$ cat config.mk
export PLATFORM = sky130hd
export DESIGN_NAME = eps_div
export DESIGN_NICKNAME = d
export VERILOG_FILES = /design/src/sv/eps_div.sv
export SDC_FILE = /design/constraint.sdc
export NUM_CORES = 1
export LEC_CHECK = 0
export ABC_AREA = 1
export BUFFER_PORTS_ARGS = -buffer_cell sky130_fd_sc_hd__buf_2
export CAP_MARGIN = 20
export CORE_MARGIN = 5
export CORE_UTILIZATION = 35
export DETAILED_ROUTE_END_ITERATION = 6
export PLACE_DENSITY = 0.62
export SLEW_MARGIN = 25
export SYNTH_ARGS = -nofsm -noshare
export SYNTH_HDL_FRONTEND = slang
export SYNTH_SLANG_ARGS = --single-unit
$ cat constraint.sdc
create_clock -name clk -period 2.2 [get_ports clk]
set_input_delay 0.44 -clock clk [delete_from_list [all_inputs] [get_ports clk]]
set_output_delay 0.44 -clock clk [all_outputs]
set_load 0.01 [all_outputs]
$ cat src/sv/eps_div.sv
// serial restoring divider, one quotient bit per cycle
module eps_div #(
    parameter int W = 37
) (
    input  logic         clk,
    input  logic         rst_n,
    input  logic         start,
    input  logic [W-1:0] dividend,
    input  logic [W-1:0] divisor,
    output logic         done,
    output logic [W-1:0] quotient,
    output logic [W-1:0] remainder
);
    localparam int CW = $clog2(W + 1);

    logic          busy_reg, busy_next;
    logic          done_reg, done_next;
    logic [CW-1:0] cnt_reg, cnt_next;
    logic [W-1:0]  quo_reg, quo_next;
    logic [W-1:0]  rem_reg, rem_next;
    logic [W-1:0]  dsr_reg, dsr_next;
    logic [W:0]    shifted;
    logic          fits;

    assign shifted = {rem_reg, quo_reg[W-1]};
    assign fits = shifted >= {1'b0, dsr_reg};

    always_comb
    begin
        busy_next = busy_reg;
        done_next = 1'b0;
        cnt_next = cnt_reg;
        quo_next = quo_reg;
        rem_next = rem_reg;
        dsr_next = dsr_reg;
        if (start)
        begin
            busy_next = 1'b1;
            cnt_next = CW'(W);
            quo_next = dividend;
            rem_next = '0;
            dsr_next = divisor;
        end
        else if (busy_reg)
        begin
            rem_next = fits ? W'(shifted - {1'b0, dsr_reg}) : shifted[W-1:0];
            quo_next = {quo_reg[W-2:0], fits};
            cnt_next = cnt_reg - 1'b1;
            if (cnt_reg == CW'(1))
            begin
                busy_next = 1'b0;
                done_next = 1'b1;
            end
        end
    end

    always_ff @(posedge clk or negedge rst_n)
    begin
        if (!rst_n)
        begin
            busy_reg <= 1'b0;
            done_reg <= 1'b0;
            cnt_reg <= '0;
        end
        else
        begin
            busy_reg <= busy_next;
            done_reg <= done_next;
            cnt_reg <= cnt_next;
        end
    end

    always_ff @(posedge clk)
    begin
        quo_reg <= quo_next;
        rem_reg <= rem_next;
        dsr_reg <= dsr_next;
    end

    assign done = done_reg;
    assign quotient = quo_reg;
    assign remainder = rem_reg;
endmodule

# Yosys cells after proc, flatten, opt, wreduce, memory -nomap -nowiden
# Cells that the tools add are included.
totals:
  wordCells: 22
  input_bits: 77
  reg_bits: 119
op_classes:
  add_sub_neg: 2
  magnitude_cmp: 1
  n_reduce_logical: 1
  eq_ne: 1
  muxes: 11
ops:
  columns: ["operator", "n"]
  rows:
  - ["$mux 37", 3]
  - ["$ge 38x37->1", 1]
  - ["$sub 37x37->37", 1]
  - ["$mux 6", 2]
  - ["$eq 6x1->1 const B", 1]
  - ["$mux 1", 6]
  - ["$sub 6x1->6 const B", 1]
  - ["$reduce_bool 2->1", 1]

# Depth between registers and ports, before layout
depth:
  depth_word: 4
  depth_mapped: 19
  ltp_nobuf: 18

# Worst setup path before layout
# No wires, ideal clock.
synth_timing:
  kind: "input to register"
  from: "in start"
  to: "reg quo_reg[0] (netlist: quotient[0]), enable pin"
  arrival_ns: 1.970
  path_stages: 4
  required_ns: 1.784
  setup_slack_ns: -0.187
  path_cell_list: "clkbuf_1 -> nor2_1 -> inv_1 -> clkbuf_1"
synth_via:
  elab_chain_cells: 1
synth_rtl:
  columns: ["element", "line", "rtl"]
  rows:
  - ["start: declaration", "7", "input logic start,"]
  - ["$reduce_bool 2->1 (no line)", null, null]
  - ["end signal: assignment", "75", "quo_reg <= quo_next;"]
  - ["end: declaration", "19", "logic [W-1:0] quo_reg, quo_next;"]
# No other way between the ends.
# A chain may end at the register's enable or synchronous reset.

# Worst setup path after layout
layout_timing:
  from: "reg quo_reg[36] (netlist: quotient[36])"
  to: "reg rem_reg[11] (netlist: remainder[11])"
layout_via:
  elab_chain_cells: 2
  elab_cells_between_ends: 3
  classes_between: "add/sub (1); order compare (1); mux (1)"
layout_rtl:
  columns: ["element", "line", "rtl"]
  rows:
  - ["$sub 37x37->37 / $ge 38x37->1 (equally long branches)", "46, 26", null]
  - ["$mux 37 (*)", "46", "rem_next = fits ? W'(shifted - {1'b0, dsr_reg}) : shifted[W-1:0];"]
  - ["end signal: assignment", "76", "rem_reg <= rem_next;"]
  - ["end: declaration", "20", "logic [W-1:0] rem_reg, rem_next;"]
# Every way passes the cells marked *; elsewhere a longest branch is shown, timed or not.

==> metrics.txt <==
status finished with violations; failing checks setup timing; Slowest cell on crit path edfxtp_1; clk_skew 0.0188 ns; Synth Area in Adders 6.49%; required time worst endpoint 2.56 ns; leakage 5.48 nW; final setup margin -0.00580 ns; DR pass1 iterations 5; GP Congestion 0.951; die area 25500 um2; gr usage total 18.2%; drt wl/cell 14.5 um; DRT Wirelength approximately 23000 um; H-tree levels 4; Power per Cell Area 1100 nW/um2; Mapped Area 7830 um2; post-route cell area ~10000 um2; crit path cell chain inv_2 -> ha_4 -> inv_2 -> fa_2 -> nand2_2 -> nand2_2 -> nand3_2 -> nand2_2 -> buf_6 -> nand4_1 -> nand4_4 -> buf_12 -> nand2_1 -> nand3_1 -> o21ai_2; Cell Count, Final, Fillers Out 1605; critical path class flop to flop; Die Ht between 150 and 200 um; count of final hold-check violations 0; relative slew slack 68.7%; post-synthesis cell count 1110; Synthesis Warnings 0; Setup violations, final 2; layer with the highest usage met2; fin crit period 2.21 ns; Arr. time, crit path approximately 2.6 ns; Starting Density 35.8%; dpl cells 1565; Worst-path clk slew 0.07 ns; Place WS -0.110 ns; Crit Path Max Fanout 13; Worst Hold Launch divisor[7]; layout cells sized above 1 24.6%; DP HPWL 17600 um; largest net degree at the start of global routing 75; highest cell delay on the worst timing path 0.39 ns; GR Util met1 22.9%; diode count 0; Slew Viols, Final 0; Fin Hold WS approximately 0.17 ns; sequential-to-total area share from yosys stat 40.4%; GR Util met2 30.2%; Syn Area/Cell 7.05 um2; main combinational cell family by area after synthesis simple AND/OR/NAND/NOR gates; cell family with most CP delay simple AND/OR/NAND/NOR gates; post-route ant nets 0; fmax 453 MHz; drt via density 4.69; dpl cell area a little over 9000 um2; Yosys cell types 37; Root Driver clkbuf_16; total power 11.2 mW; most common cell in the synthesized netlist nand2_1; core area 21900 um2; nature of the critical path endpoint flop; synthesis-to-layout area growth 29.5%; top-area cell type share of the netlist area 28.4%; most frequent CP cell nand2_2; I/O Pins 152; Slew @ Worst Pin 0.470 ns; DR DRC count 0; commonest cells in the netlist nand2_1, inv_1, nand3_1, edfxtp_1, nor2_1; TNS Setup -0.00592 ns; unrepaired setup endpoints after global routing yes; CTS tree built; Clock Latency Late Sink 0.43 ns; synthesized flop and latch total 119; Final Util a little under half; number of max-cap violations 0; Post-Syn Nets 1227; clock sink count 119; Row Count between 50 and 60; EDFF count, synth 74; final net count between 1000 and 1500; ys async rst share 6.72%; Initial DRC Count ~460; DIE WIDTH 160 um; leading area contributor after synthesis edfxtp_1; mux cell area share after synthesis 0%; hold crit path type primary input to flop; synthesized-area fraction occupied by and/or/nand/nor cells 35.4%; Post-synth top flop edfxtp_1; GR Overflow Total 0; Worst Setup SP quotient[36]$_DFFE_PP_; Max VDD drop 389 uV; I/O Buffers 151; Synth Area in XOR/XNOR ~2.1%; Area contributors post-synth edfxtp_1, nand2_1, dfxtp_1, inv_1, nand3_1; first-pass GRT wire length 37900 um; complex-gate fraction of the synthesized area 4.52%; crit start category flop; initial antenna violation count 3; worst r2r src quotient[36]$_DFFE_PP_; Clock Tree Buf Depth 2; vias in the first global route 7604; period utilisation layout 100%; Num CTS Buffers 17; met3 usage 5.54%; via count 7529; CP bufs+invs 4
-- power by group --
group          leakage (nW)  total [mW]  internal [mW]  switching [mW]
clock                 0.275        2.72           1.52            1.20
combinational          4.03        5.41           2.21            3.20
sequential             1.17        3.04           2.77           0.277
-- worst register-to-register path, cell delays in order (launching register included) --
cell and delay [ns]:
edfxtp_1 0.39, inv_2 0.10, ha_4 0.13, inv_2 0.04, fa_2 0.36, nand2_2 0.07, nand2_2 0.07, nand3_2 0.08
nand2_2 0.08, buf_6 0.13, nand4_1 0.13, nand4_4 0.15, buf_12 0.19, nand2_1 0.07, nand3_1 0.09, o21ai_2 0.08
-- layout by cell type, fill, tap and decap left out, types with 13 or more instances in the layout --
cell,instances
a21oi_1,23
buf_2,151
buf_4,45
clkbuf_16,17
dfxtp_1,37
edfxtp_1,74
ha_1,37
inv_1,183
nand2_1,406
nand2_2,24
nand3_1,84
nand3_2,21
nor2_1,69
o21ai_0,14
o21ai_1,13
xnor2_1,15
-- per-layer routing --
layer | vias to the layer above | wire [um]
met5 | - | 14
met4 | 4 | 422
met3 | 32 | 1830
met2 | 240 | 10900
met1 | 3366 | 10100
li1 | 3887 | -
-- layout make-up --
type                    count  area (um2)
clock inverters            14         128
repair buffers            211        1350
fillers                  2238       11800
inverters                 191         717
multi-input cells         772        3990
clock buffers              18         439
well taps                 280         350
flip-flops and latches    119        3160
-- logic make-up after synthesis --
| family | Yosys count |
|---|---|
| adders and majority gates | 40 |
| AOI/OAI and AO/OA | 65 |
| xor gates and xnor gates | 19 |
| DFF | 119 |
| and+or+nand+nor | 648 |
| buffers and inverters | 219 |
-- path summary, 6_finish.rpt --
kind | slack (ns) | endpoint | depth (start not counted)
setup reg to reg | -0.006 | remainder[11]$_SDFFE_PP0P_ | 15
hold / removal | 0.17 | dsr_reg[7]$_DFFE_PP_ | 1
min in group asynchronous | 0.41 | cnt_reg[5]$_DFFE_PN0P_ | 2
hold reg to reg | 0.48 | remainder[36]$_SDFFE_PP0P_ | 2
max in group asynchronous | 1.62 | cnt_reg[1]$_DFFE_PN0P_ | 2
setup / recovery | -0.006 | remainder[11]$_SDFFE_PP0P_ | 15
-- timing repair --
| item | in CTS | in global routing |
|---|---|---|
| gates cloned | 2 | 0 |
| hold buffers | 1 | 0 |
| buffers inserted | 7 | 0 |
| endpoints found under the setup margin | 38 | 38 |
| resized for setup | 19 | 38 |
| pin swaps | 19 | 6 |
| hold endpoints to repair | 8 | 0 |
(Power assumes the default switching activity.)
